--- src/rtl/core/cpap_pkg.sv ---
// Package for the configuration payload attribute parser.
// Holds the status codes, the record type and the sizing constants.
// No dependencies.
`timescale 1ns / 1ps

package cpap_pkg;

    localparam int CAP_W            = 7;
    localparam int MAX_ATTRIBUTES_D = 64;
    localparam int CAP_RESET        = 64;
    localparam int Q_DEPTH          = 4;
    localparam int Q_PTR_W          = $clog2(Q_DEPTH);
    localparam int Q_CNT_W          = $clog2(Q_DEPTH + 1);
    localparam int TDATA_W          = 72;

    typedef enum logic [2:0] {
        ST_OK           = 3'd0,
        ST_TRUNCATED    = 3'd1,
        ST_BAD_VALUE    = 3'd2,
        ST_BAD_RESERVED = 3'd3,
        ST_BAD_LENGTH   = 3'd4,
        ST_CAPACITY     = 3'd5
    } status_t;

    typedef enum logic [1:0] {
        PH_TYPE_HI = 2'd0,
        PH_TYPE_LO = 2'd1,
        PH_LEN_HI  = 2'd2,
        PH_LEN_LO  = 2'd3
    } phase_t;

    typedef struct packed {
        logic             final_mark;
        logic [CAP_W-1:0] attr_count;
        logic [7:0]       cfg_type;
        status_t          status;
        logic [15:0]      value_length;
        logic [15:0]      value_offset;
        logic [14:0]      attr_type;
        logic             kind;
    } rec_t;

endpackage

--- src/rtl/core/config_payload_attribute_parser.sv ---
// Configuration payload attribute parser, top level.
// Depends on cpap_pkg.
//
//  channel | dir | handshake            | contents
//  s_*     | in  | s_tvalid / s_tready  | one body byte per word, s_tlast on the final byte
//  m_*     | out | m_tvalid / m_tready  | attribute or status record, m_tlast on status
//  cfg_*   | in  | cfg_we               | attr_capacity
//
// One byte per cycle while s_tready is high: the header/attribute state updates in
// the cycle a word is taken, and its records (at most two) enter a four-entry output
// queue; they show on m_tvalid from the next cycle on.
// s_tready is high while the queue has room for two records, so a stalled
// output stops input only once three records are waiting. Reset clears all body
// state and sets attr_capacity to 64; no clearing pass is needed.
`timescale 1ns / 1ps

module config_payload_attribute_parser #(
    parameter int MAX_ATTRIBUTES = cpap_pkg::MAX_ATTRIBUTES_D
) (
    input  logic                          clk,
    input  logic                          rst_n,
    input  logic                          s_tvalid,
    output logic                          s_tready,
    input  logic [7:0]                    s_tdata,   // [7:0] data_byte
    input  logic                          s_tlast,
    output logic                          m_tvalid,
    input  logic                          m_tready,
    // [14:0] attr_type, [30:15] value_offset, [46:31] value_length,
    // [49:47] status, [57:50] cfg_type, [64:58] attr_count, rest zero
    output logic [cpap_pkg::TDATA_W-1:0]  m_tdata,
    output logic                          m_tuser,   // [0] kind
    output logic                          m_tlast,
    input  logic                          cfg_we,
    input  logic [cpap_pkg::CAP_W-1:0]    cfg_wdata  // attr_capacity
);
    import cpap_pkg::*;

    logic [CAP_W-1:0] capacity_reg;

    logic [15:0]      byte_offset_reg,    byte_offset_next;
    phase_t           header_phase_reg,   header_phase_next;
    logic             in_value_reg,       in_value_next;
    logic [15:0]      latched_type_reg,   latched_type_next;
    logic [15:0]      latched_length_reg, latched_length_next;
    logic [15:0]      value_left_reg,     value_left_next;
    logic [CAP_W-1:0] accepted_count_reg, accepted_count_next;
    logic [7:0]       type_byte_reg,      type_byte_next;
    status_t          error_code_reg,     error_code_next;
    logic             hdr_done_reg,       hdr_done_next;
    logic             hdr_ok_reg,         hdr_ok_next;
    logic             hdr_rsv_bad_reg,    hdr_rsv_bad_next;

    rec_t             q_reg [Q_DEPTH];
    logic [Q_PTR_W-1:0] wr_ptr_reg, rd_ptr_reg;
    logic [Q_CNT_W-1:0] count_reg;

    logic             s_fire, m_fire;
    logic             attr_v, stat_v;
    rec_t             attr_rec, stat_rec, rec_0, rec_1;
    logic [CAP_W-1:0] cap;
    logic [15:0]      len_full, vl_dec;
    logic             finish;
    logic [7:0]       b;
    status_t          st;
    rec_t             head;

    assign s_fire   = s_tvalid && s_tready;
    assign m_fire   = m_tvalid && m_tready;
    assign b        = s_tdata;
    assign s_tready = (count_reg <= Q_CNT_W'(Q_DEPTH - 2));
    assign m_tvalid = (count_reg != '0);

    always_comb
    begin
        if (int'(capacity_reg) > MAX_ATTRIBUTES)
            cap = CAP_W'(MAX_ATTRIBUTES);
        else
            cap = capacity_reg;
    end

    always_comb
    begin
        byte_offset_next    = byte_offset_reg;
        header_phase_next   = header_phase_reg;
        in_value_next       = in_value_reg;
        latched_type_next   = latched_type_reg;
        latched_length_next = latched_length_reg;
        value_left_next     = value_left_reg;
        accepted_count_next = accepted_count_reg;
        type_byte_next      = type_byte_reg;
        error_code_next     = error_code_reg;
        hdr_done_next       = hdr_done_reg;
        hdr_ok_next         = hdr_ok_reg;
        hdr_rsv_bad_next    = hdr_rsv_bad_reg;
        len_full            = {latched_length_reg[15:8], b};
        vl_dec              = value_left_reg - 16'd1;
        finish              = 1'b0;
        attr_v              = 1'b0;
        attr_rec            = '0;

        if (error_code_reg == ST_OK)
        begin
            byte_offset_next = byte_offset_reg + 16'd1;
            if (!hdr_done_reg)
            begin
                if (byte_offset_reg == 16'd0)
                    type_byte_next = b;
                else if (b != 8'd0)
                    hdr_rsv_bad_next = 1'b1;
                if (byte_offset_reg == 16'd3)
                begin
                    hdr_done_next = 1'b1;
                    if (type_byte_reg < 8'd1 || type_byte_reg > 8'd4)
                        error_code_next = ST_BAD_VALUE;
                    else if (hdr_rsv_bad_next)
                        error_code_next = ST_BAD_RESERVED;
                    else
                        hdr_ok_next = 1'b1;
                end
            end
            else if (!in_value_reg)
            begin
                unique case (header_phase_reg)
                    PH_TYPE_HI:
                    begin
                        latched_type_next = {b, 8'd0};
                        header_phase_next = PH_TYPE_LO;
                    end
                    PH_TYPE_LO:
                    begin
                        latched_type_next = {latched_type_reg[15:8], b};
                        header_phase_next = PH_LEN_HI;
                    end
                    PH_LEN_HI:
                    begin
                        latched_length_next = {b, 8'd0};
                        header_phase_next   = PH_LEN_LO;
                    end
                    PH_LEN_LO:
                    begin
                        latched_length_next = len_full;
                        header_phase_next   = PH_TYPE_HI;
                        if (accepted_count_reg >= cap)
                            error_code_next = ST_CAPACITY;
                        else if (len_full == 16'd0)
                            finish = 1'b1;
                        else
                        begin
                            in_value_next   = 1'b1;
                            value_left_next = len_full;
                        end
                    end
                    default: ;
                endcase
            end
            else
            begin
                value_left_next = vl_dec;
                if (vl_dec == 16'd0)
                begin
                    in_value_next = 1'b0;
                    finish        = 1'b1;
                end
            end
        end

        // Value complete: reject a set reserved type bit, else emit the record
        if (finish)
        begin
            if (latched_type_next[15])
                error_code_next = ST_BAD_RESERVED;
            else
            begin
                accepted_count_next   = accepted_count_reg + CAP_W'(1);
                attr_v                = 1'b1;
                attr_rec.kind         = 1'b0;
                attr_rec.attr_type    = latched_type_next[14:0];
                attr_rec.value_offset = byte_offset_reg + 16'd1 - latched_length_next;
                attr_rec.value_length = latched_length_next;
                attr_rec.status       = ST_OK;
                attr_rec.cfg_type     = hdr_ok_next ? type_byte_next : 8'd0;
                attr_rec.attr_count   = accepted_count_next;
                attr_rec.final_mark   = 1'b0;
            end
        end

        st = error_code_next;
        if (st == ST_OK)
        begin
            if (!hdr_done_next)
                st = ST_TRUNCATED;
            else if (in_value_next || header_phase_next != PH_TYPE_HI)
                st = ST_BAD_LENGTH;
        end
        stat_v                = s_tlast;
        stat_rec              = '0;
        stat_rec.kind         = 1'b1;
        stat_rec.status       = st;
        stat_rec.cfg_type     = hdr_ok_next ? type_byte_next : 8'd0;
        stat_rec.attr_count   = accepted_count_next;
        stat_rec.final_mark   = 1'b1;

        // End of body: drop all body state
        if (s_tlast)
        begin
            byte_offset_next    = '0;
            header_phase_next   = PH_TYPE_HI;
            in_value_next       = 1'b0;
            latched_type_next   = '0;
            latched_length_next = '0;
            value_left_next     = '0;
            accepted_count_next = '0;
            type_byte_next      = '0;
            error_code_next     = ST_OK;
            hdr_done_next       = 1'b0;
            hdr_ok_next         = 1'b0;
            hdr_rsv_bad_next    = 1'b0;
        end

        rec_0 = attr_v ? attr_rec : stat_rec;
        rec_1 = stat_rec;
    end

    always_ff @(posedge clk or negedge rst_n)
    begin
        if (!rst_n)
        begin
            capacity_reg       <= CAP_W'(CAP_RESET);
            byte_offset_reg    <= '0;
            header_phase_reg   <= PH_TYPE_HI;
            in_value_reg       <= 1'b0;
            latched_type_reg   <= '0;
            latched_length_reg <= '0;
            value_left_reg     <= '0;
            accepted_count_reg <= '0;
            type_byte_reg      <= '0;
            error_code_reg     <= ST_OK;
            hdr_done_reg       <= 1'b0;
            hdr_ok_reg         <= 1'b0;
            hdr_rsv_bad_reg    <= 1'b0;
        end
        else
        begin
            if (cfg_we)
                capacity_reg <= cfg_wdata;
            if (s_fire)
            begin
                byte_offset_reg    <= byte_offset_next;
                header_phase_reg   <= header_phase_next;
                in_value_reg       <= in_value_next;
                latched_type_reg   <= latched_type_next;
                latched_length_reg <= latched_length_next;
                value_left_reg     <= value_left_next;
                accepted_count_reg <= accepted_count_next;
                type_byte_reg      <= type_byte_next;
                error_code_reg     <= error_code_next;
                hdr_done_reg       <= hdr_done_next;
                hdr_ok_reg         <= hdr_ok_next;
                hdr_rsv_bad_reg    <= hdr_rsv_bad_next;
            end
        end
    end

    // Output queue: up to two records in, one out per cycle while m_tready is high
    logic [1:0] n_push;
    assign n_push = s_fire ? ({1'b0, attr_v} + {1'b0, stat_v}) : 2'd0;

    always_ff @(posedge clk)
    begin
        if (n_push != 2'd0)
            q_reg[wr_ptr_reg] <= rec_0;
        if (n_push == 2'd2)
            q_reg[wr_ptr_reg + Q_PTR_W'(1)] <= rec_1;
    end

    always_ff @(posedge clk or negedge rst_n)
    begin
        if (!rst_n)
        begin
            wr_ptr_reg <= '0;
            rd_ptr_reg <= '0;
            count_reg  <= '0;
        end
        else
        begin
            wr_ptr_reg <= wr_ptr_reg + Q_PTR_W'(n_push);
            if (m_fire)
                rd_ptr_reg <= rd_ptr_reg + Q_PTR_W'(1);
            count_reg <= count_reg + Q_CNT_W'(n_push) - Q_CNT_W'(m_fire);
        end
    end

    assign head    = q_reg[rd_ptr_reg];
    assign m_tuser = head.kind;
    assign m_tlast = head.final_mark;
    assign m_tdata = {7'd0, head.attr_count, head.cfg_type, head.status,
                      head.value_length, head.value_offset, head.attr_type};

endmodule

--- config.mk ---
export PLATFORM = sky130hd
export DESIGN_NAME = config_payload_attribute_parser
export DESIGN_NICKNAME = d
export VERILOG_FILES = /design/src/rtl/core/cpap_pkg.sv /design/src/rtl/core/config_payload_attribute_parser.sv
export SDC_FILE = /design/constraint.sdc
export NUM_CORES = 1
export LEC_CHECK = 0
export BUFFER_PORTS_ARGS = -buffer_cell sky130_fd_sc_hd__buf_4
export CAP_MARGIN = 20
export CELL_PAD_IN_SITES_DETAIL_PLACEMENT = 1
export CELL_PAD_IN_SITES_GLOBAL_PLACEMENT = 2
export CORE_MARGIN = 2
export CORE_UTILIZATION = 41
export CTS_CLUSTER_DIAMETER = 100
export DETAILED_ROUTE_END_ITERATION = 8
export PLACE_DENSITY_LB_ADDON = 0.2
export SLEW_MARGIN = 20
export SYNTH_ARGS = -nofsm -noshare
export SYNTH_HDL_FRONTEND = slang
export SYNTH_SLANG_ARGS = --single-unit
--- constraint.sdc ---
create_clock -name clk -period 4.4 [get_ports clk]
set_input_delay 0.66 -clock clk [delete_from_list [all_inputs] [get_ports clk]]
set_output_delay 0.66 -clock clk [all_outputs]
set_load 0.02 [all_outputs]
==> run metrics, run 1 <==
Mapped Area 17,300 µm²; hold_buf cts 0; ys async rst share 0.279; sequential-to-total area share from yosys stat 0.496; Hold Path Class in2async; Slew headroom 0.312; htree depth 2; Pins Over Slew Limit 0; Die Area 43,800 µm²; starting density of the core 0.413; Area Growth Syn to Fin 16.1%; max FFs per register 264; cells after synthesis 1,550; pwr dens 541 nW/µm²; Setup CP Type reg2reg; WL final 53.8 mm; Clk pwr share 0.323; Hold Vio Cnt, Final 0; critical path arrival 4.34 ns; outcome finished, final reports clean; TritonCTS Buffers 41; synth unique cells 84; Critical Path End Type register; crit path launch type register; clk root buf clkbuf_16; final worst slack 0.341 ns; Tot Pwr 10.8 mW; post-synthesis cell type with the largest combined area dfxtp_1; sw frac 0.354; NumNets Final 1,682; total congestion overflow 0; Max Root-Sink Buffers 3; Setup Fix Bufs, Post-CTS 0; TritonCTS Sinks 366; pin count of the biggest net entering global routing 62; DRT iter0 DRCs 741; unrepaired setup endpoints after global routing false; routed vias 13,300; first-pass GRT wire length 84.0 mm; count leader, synth dfxtp_1; Final Skew 0.0215 ns; TNS Setup 0 ns; Post-synth EDFFs 72; pre-CTS worst setup slack 0.237 ns; vias in the first global route 14,100; antenna cells 0; Final Wtd Congestion 0.826; CTS tree yes; count of final setup violators 0; layout cell share with drive strength beyond 1 0.195; f_max 246 MHz; row count 75; Seq cells post-synth 366; Flop pwr share 0.377; top post-synthesis cells by area dfxtp_1, dfrtp_1, edfxtp_1; io pins 97; DRC violations left 0; Core Footprint 41,800 µm²; syn_area_per_cell 11.1 µm²; max-cap violation count 0; initial antenna violation count 0; Leakage 7.64 nW; Worst-path clk slew 0.06 ns; drt pass-1 iters 4; combinational share of power 0.300; period utilisation layout 0.923; top_reg_cell synth dfxtp_1; DP HPWL 36.3 mm; Int Power 7.00 mW; worst vdd ir 0.261 mV; Routed Antenna Nets 0; Avg WL per Cell 24.5 µm; Via density 6.06; die width 209 µm; I/O Buffers 89; GRT Total Usage 0.249; Slew @ Worst Pin 1.02 ns; Die Ht 209 µm; worst skew pair latency 0.58 ns; Ys Warns 0; Commonest cells post-synth dfxtp_1, o2bb2ai_1, nand2_1; critical path fanouts, max 61; top cell type's share of synthesized area 0.223; Psw 3.84 mW; worst path required time 4.68 ns; fin crit period 4.06 ns
==> layer usage <==
metal	part of all wire	GRT usage	vias to the layer above	routed length, µm
li1	-	-	6009	-
met1	0.47	0.352	6946	25300
met2	0.47	0.400	260	25100
met3	0.044	0.0382	59	2370
met4	0.019	0.0645	0	1030
met5	0	0	-	0
==> critical path, cell delays in order, from the launching register on <==
cell	delay, ns
dfstp_2	0.53
inv_1	0.11
ha_1	0.32
o2111ai_1	0.11
o31ai_1	0.87
o41ai_1	0.19
a21oi_2	0.42
nor2_1	0.17
a31oi_4	0.18
buf_4	0.71
nor2_1	0.14
==> path summary, 6_finish.rpt <==
kind	to	slack [ns]	depth (start not counted)	from
max reg2reg	q_reg[1][57]	0.34	10	capacity_reg[6]
min	capacity_reg[3]	0.1	1	rst_n
max	q_reg[1][57]	0.34	10	capacity_reg[6]
min reg2reg	q_reg[0][0]	0.45	2	q_reg[0][0]
min in group clk	capacity_reg[5]	0.32	2	cfg_wdata[5]
max in group asynchronous	latched_type_reg[15]	3.55	2	rst_n
==> power by group through the flow <==
stage | Clock [mW] | Sequential, mW | Combinational, mW
final | 3.50 | 4.09 | 3.25
after global routing | 3.70 | 4.15 | 3.55
after CTS | 3.56 | 4.10 | 3.24
after detailed placement | 0 | 4.17 | 3.24
after global placement | 0 | 4.15 | 3.18
after floorplan | 0 | 3.85 | 2.39
==> stage by stage <==
step           hold WS [ns]  instance area [µm²]  instances  utilization
2_1_floorplan         0.364                17300       1556            -
3_3_place_gp          0.433                18600       2119        0.446
3_5_place_dp          0.441                18600       2119        0.446
4_1_cts               0.111                20000       2192        0.479
5_1_grt               0.119                20000       2192        0.480
6_report             0.0952                20000       2192        0.480
==> layout by cell type, fill, tap and decap left out, types with 11 or more instances in the layout <==
cell,instances
dfxtp_1,192
buf_4,139
o2bb2ai_1,132
nand2_1,125
nor2_1,108
dfrtp_1,99
a22o_1,90
edfxtp_1,72
mux4_2,66
o21ai_0,64
clkbuf_16,43
nor3_1,39
nand3_1,38
ha_1,36
inv_1,34
a21oi_1,33
xnor2_1,22
nor4_1,17
xor2_1,16
a22oi_1,15
clkbuf_1,15
nand2b_1,14
a21o_1,13
o211ai_1,13
and3_1,11
==> final cells by class <==
class / instances / area [µm²]
Fill cell: 4434 / 21700
Sequential cell: 366 / 8570
Multi-Input combinational cell: 1032 / 8100
Clock buffer: 65 / 1230
Timing Repair Buffer: 147 / 1190
Tap cell: 539 / 674
Clock inverter: 8 / 143
Inverter: 35 / 131
==> what timing repair did <==
| action | in CTS | in global routing |
|---|---|---|
| setup endpoints to repair | 0 | 23 |
| hold endpoints to repair | 0 | 0 |
| gates resized for setup | 0 | 6 |
==> cells by family (layout without fill, tap and decap cells) <==
family                   count (synthesis)  in the layout  synth area share
AO/OA/AOI/OAI                          437            437             0.197
buffers and inverters                  158            255            0.0403
AND/OR/NAND/NOR                        432            432             0.124
XOR/XNOR                                38             38            0.0193
multiplexers                            80             80            0.0950
flip-flops                             366            366             0.496
adder cells (fa/ha/maj)                 38             38            0.0284
other                                    1              7          0.000217
No activity file was read; power rests on OpenSTA's default activity.
==> inputs of run 2 (changes only) <==
--- a/config.mk
+++ b/config.mk
@@ -11,2 +11,3 @@
 export CELL_PAD_IN_SITES_GLOBAL_PLACEMENT = 2
+export CORE_ASPECT_RATIO = 0.5
 export CORE_MARGIN = 2
--- a/constraint.sdc
+++ b/constraint.sdc
@@ -3,2 +3,2 @@
 set_output_delay 0.66 -clock clk [all_outputs]
-set_load 0.02 [all_outputs]
+set_load 0.01 [all_outputs]
==> run metrics, run 2 (synthesis gave the netlist of run 1 again) <==
outcome finished, final reports clean; CP top delay family compound AO/OA/AOI/OAI gates; post-route cell area 19,800 µm² (-1.0%); Leakage 7.58 nW (-0.85%); vias in the first global route 13,900 (-1.2%); max FFs per register 264 (unchanged); Final Wtd Congestion 0.924 (+12%); first-pass GRT wire length 87.3 mm (+3.9%); starting density of the core 0.413 (about the same); Max Root-Sink Buffers 3 (unchanged); Die Area 43,900 µm² (+0.23%); max-cap violation count 0 (unchanged); CTS tree yes; DRC violations left 0 (unchanged); fin crit period 4.09 ns (+0.0349 ns); io pins 97 (unchanged); Avg WL per Cell 25.8 µm (+5.3%); pwr dens 532 nW/µm² (-1.6%); NumNets Final 1,686 (+0.24%); worst vdd ir 0.275 mV (+5.6%); commonest cells after routing, fill and taps aside dfxtp_1, buf_4, o2bb2ai_1; TritonCTS Sinks 366 (unchanged); critical path fanouts, max 61 (unchanged); Via density 6.09 (+0.65%); pre-CTS worst setup slack 0.253 ns (+0.0167 ns); Worst-path clk slew 0.06 ns (about the same); layout cell share with drive strength beyond 1 0.197 (+0.00267); Pins Over Slew Limit 0 (unchanged); I/O Buffers 89 (unchanged); WL final 57.0 mm (+5.9%); GRT Total Usage 0.262 (+0.0131); clk root buf clkbuf_16; TritonCTS Buffers 37 (-9.8%); antenna cells 0 (unchanged); htree depth 2 (unchanged); DRT iter0 DRCs 1,009 (+36%); Setup CP Type reg2reg; critical path arrival 4.35 ns (about the same); Hold Vio Cnt, Final 0 (unchanged); f_max 244 MHz (-0.85%); period utilisation layout 0.930 (+0.00794); most frequent CP cell nor2_1; DP HPWL 39.2 mm (+8.0%); Area Growth Syn to Fin 14.9%; R2R Setup Slk 0.31 ns (-0.03 ns); crit path launch type register; pin count of the biggest net entering global routing 62 (unchanged); Core Footprint 41,800 µm² (about the same); critical path's slowest cell buf_4; unrepaired setup endpoints after global routing false; worst path cell trace inv_1 -> ha_1 -> o2111ai_1 -> o31ai_1 -> o41ai_1 -> a21oi_2 -> nor2_1 -> a31oi_4 -> buf_4 -> nor2_1; initial antenna violation count 2 (+2); count of final setup violators 0 (unchanged); Hold Path Class in2reg; layout filler cell count 4,473 (+0.88%); Routed Antenna Nets 0 (unchanged); Die Ht 149 µm (-29%); placed inst area 18,600 µm² (about the same); worst skew pair latency 0.56 ns (-0.02 ns); Slew @ Worst Pin 0.923 ns (-0.100 ns); Buf/Inv on CP 2 (unchanged); Slew headroom 0.385 (+0.0727); Critical Path End Type register; Worst path max stage delay 0.75 ns (-0.12 ns); row count 53 (-29%); final worst slack 0.306 ns (-0.0349 ns); total congestion overflow 0 (unchanged); routed vias 13,400 (+1.3%); Final Skew 0.0221 ns (+0.000650 ns); die width 294 µm (+41%); drt pass-1 iters 5 (+1); worst path required time 4.66 ns (-0.02 ns); Util after Layout 0.475 (-0.00501); commonest non-fill, non-tap cell in the layout dfxtp_1; TNS Setup 0 ns (unchanged)
-- run 2: changes by cell type in the layout (fill, tap and decap cells not counted), moves of 2 or more --
cell	previous run	this run
buf_12	7	2
buf_4	139	151
bufinv_16	2	0
clkbuf_1	15	10
clkbuf_16	43	38
clkbuf_8	7	3
clkinv_2	1	12
inv_4	0	2
-- run 2: final timing paths --
| kind | to | startpoint | depth (start not counted) |
|---|---|---|---|
| setup / recovery | q_reg[2][55] | capacity_reg[6] | 10 |
| hold / removal | capacity_reg[6] | cfg_wdata[6] | 3 |
| setup reg to reg | q_reg[2][55] | capacity_reg[6] | 10 |
| hold reg to reg | q_reg[3][0] | q_reg[3][0] | 2 |
| max in group asynchronous | latched_length_reg[1] | rst_n | 3 |
| min in group asynchronous | header_phase_reg[0] | rst_n | 2 |
-- run 2: final cells by class --
class                           instances  area [µm²]  share of cell area
Timing Repair Buffer                  155        1190              0.0602
Clock inverter                         17         139             0.00700
Clock buffer                           51        1030              0.0519
Inverter                               35         131             0.00662
Multi-Input combinational cell       1032        8080               0.408
Sequential cell                       366        8570               0.432
Tap cell                              550         688              0.0347
-- run 2: worst register-to-register path, cell delays in order (launching register included) --
cell	delay, ns
dfstp_2	0.52
inv_1	0.10
ha_1	0.32
o2111ai_1	0.11
o31ai_1	0.72
o41ai_1	0.17
a21oi_2	0.47
nor2_1	0.29
a31oi_4	0.22
buf_4	0.75
nor2_1	0.12
-- run 2: timing repair --
action                                  in CTS  in global routing
hold endpoints to repair                     6                  0
endpoints found under the setup margin       0                 43
buffers inserted                             0                  0
hold buffers                                 1                  0
resized for setup                            0                  2
-- run 2: through the flow --
stage               hold WS [ns]  power [mW]  instances
floorplan                  0.364        6.15       1556
global placement           0.431        7.40       2137
detailed placement         0.434        7.47       2137
CTS                        0.297        10.6       2206
global route               0.311        11.1       2206
finish                     0.317        10.6       2206
-- run 2: report_power, final --
group	switching [mW]	leakage [nW]	total, mW	internal, mW
clock	1.45	0.586	3.12	1.67
combinational	2.02	3.41	3.34	1.32
sequential	0.434	3.58	4.09	3.66
total	3.90	7.58	10.6	6.65
-- run 2: metal layers --
metal  share of wire  GRT usage  vias to the layer above  routed length (µm)
li1                -          -                     5997                   -
met2            0.43      0.389                      408               24800
met1            0.48      0.389                     6972               27100
met5         0.00019          0                        -                  11
met4           0.013     0.0505                        2                 759
met3           0.075     0.0635                       66                4290
==> inputs of run 3 (changes only) <==
- CORE_MARGIN: 2 -> not set
- CORE_UTILIZATION: 41 -> 43
- CTS_BUF_LIST: not set -> sky130_fd_sc_hd__clkbuf_8
==> run metrics, run 3 (synthesis gave the netlist of run 1 again) <==
DRT iter0 DRCs 1,022 (+1.3%); Final Skew 0.0398 ns (+0.0176 ns); CTS tree yes; layout cell share with drive strength beyond 1 0.209 (+0.0116); Worst-path clk slew 0.07 ns (about the same); routed vias 13,600 (+0.94%); I/O Buffers 89 (unchanged); pwr dens 523 nW/µm² (-1.8%); GRT Total Usage 0.285 (+0.0232); Critical Path Source capacity_reg[6]; io pins 97 (unchanged); Avg WL per Cell 26.3 µm (+2.0%); max-cap violation count 0 (unchanged); clk root buf clkbuf_8; TNS Setup 0 ns (unchanged); crit path launch type register; Hold Path Class in2async; Via density 6.14 (+0.80%); DRC violations left 0 (unchanged); Critical Path End Type register; starting density of the core 0.440 (+0.0267); Setup CP Type reg2reg; period utilisation layout 0.961 (+0.0305); first-pass GRT wire length 87.8 mm (+0.52%); Pins Over Slew Limit 0 (unchanged); post_cts resized 0 (unchanged); Area Growth Syn to Fin 14.5%; outcome finished, final reports clean; max FFs per register 264 (unchanged); worst path cell trace inv_1 -> ha_1 -> o2111ai_1 -> o31ai_1 -> o41ai_1 -> a21oi_2 -> nor2_1 -> a31oi_4 -> buf_4 -> nor2_1; total congestion overflow 0 (unchanged); most frequent CP cell nor2_1; pre-CTS worst setup slack 0.209 ns (-0.0442 ns); Final Wtd Congestion 0.917 (-0.69%); Die Ht 144 µm (-3.6%); antenna cells 0 (unchanged); unrepaired setup endpoints after global routing false; worst path required time 4.75 ns (+0.09 ns); pin count of the biggest net entering global routing 62 (unchanged); worst skew pair latency 0.64 ns (+0.08 ns); hold_buf cts 0 (-1); critical path fanouts, max 61 (unchanged); R2R Setup Slk 0.17 ns (-0.13 ns); DP HPWL 40.2 mm (+2.5%); WL final 58.2 mm (+2.2%); TritonCTS Sinks 366 (unchanged); Slew headroom 0.278 (-0.106); Max Root-Sink Buffers 3 (unchanged); htree depth 2 (unchanged); reg2reg start capacity_reg[6]; f_max 237 MHz (-3.2%); die width 285 µm (-3.0%); count of final setup violators 0 (unchanged); critical path arrival 4.58 ns (+0.23 ns); drt pass-1 iters 5 (unchanged); commonest non-fill, non-tap cell in the layout dfxtp_1; critical path's slowest cell o31ai_1; TritonCTS Buffers 54 (+46%); commonest cells after routing, fill and taps aside dfxtp_1, buf_4, o2bb2ai_1; fin crit period 4.23 ns (+0.134 ns); Die Area 41,000 µm² (-6.5%); Slew @ Worst Pin 1.07 ns (+0.150 ns); Routed Antenna Nets 0 (unchanged); vias in the first global route 13,800 (-0.68%); Hold Vio Cnt, Final 0 (unchanged); Leakage 7.62 nW (+0.62%); Core Footprint 39,200 µm² (-6.1%); final worst slack 0.172 ns (-0.134 ns); NumNets Final 1,692 (+0.36%); worst vdd ir 0.258 mV (-6.2%); row count 51 (-3.8%); initial antenna violation count 0 (-2); Worst path max stage delay 0.82 ns (+0.07 ns); Setup Fix Bufs, Post-CTS 0 (unchanged)
-- run 3: changes by cell type in the layout (fill, tap and decap cells not counted), sizes merged --
cell,before,now
dlygate4sd3,1,0
bufinv,0,2
buf,154,144
clkbuf,51,71
inv,38,49
clkinv,14,15
-- run 3: critical path: cells and delay by family (launching register included) --
family / cells / cell delay (ns)
flip-flops: 1 / 0.52
buffers and inverters: 2 / 0.87
AO/OA/AOI/OAI: 5 / 1.85
AND/OR/NAND/NOR: 2 / 0.40
adder cells (fa/ha/maj): 1 / 0.32
-- run 3: where the power goes --
group,internal [mW],switching (mW)
Combinational,1.28,1.85
Clock,1.58,1.44
Sequential,3.66,0.519
Total,6.52,3.81
-- run 3: layout make-up --
type / count / area (µm²)
well taps: 530 / 663
clock inverters: 31 / 208
repair buffers: 144 / 1120
multi-input cells: 1032 / 8090
flip-flops and latches: 366 / 8570
fillers: 4169 / 19500
inverters: 35 / 131
clock buffers: 71 / 977
-- run 3: final timing paths --
| check | endpoint | cells after the start |
|---|---|---|
| max | q_reg[2][51] | 10 |
| min | count_reg[0] | 1 |
| max reg2reg | q_reg[2][51] | 10 |
| min reg2reg | q_reg[3][0] | 2 |
| max in group asynchronous | latched_type_reg[3] | 2 |
| min in group clk | capacity_reg[2] | 2 |
-- run 3: per-stage QoR --
step / power, mW / hold WS, ns / cells / area [µm²] / utilization
floorplan: 6.15 / 0.364 / 1556 / 17300 / -
detailed placement: 7.32 / 0.443 / 2107 / 18600 / 0.473
global route: 10.8 / 0.0622 / 2209 / 19800 / 0.503
global placement: 7.23 / 0.433 / 2107 / 18600 / 0.473
CTS: 10.3 / 0.0314 / 2209 / 19700 / 0.503
finish: 10.3 / 0.0489 / 2209 / 19800 / 0.503
-- run 3: layer usage --
metal	up-vias	wire, µm	GRT usage
li1	6023	-	-
met1	7037	28000	0.424
met2	453	24300	0.408
met3	58	5230	0.0852
met4	0	686	0.0538
met5	-	0	0
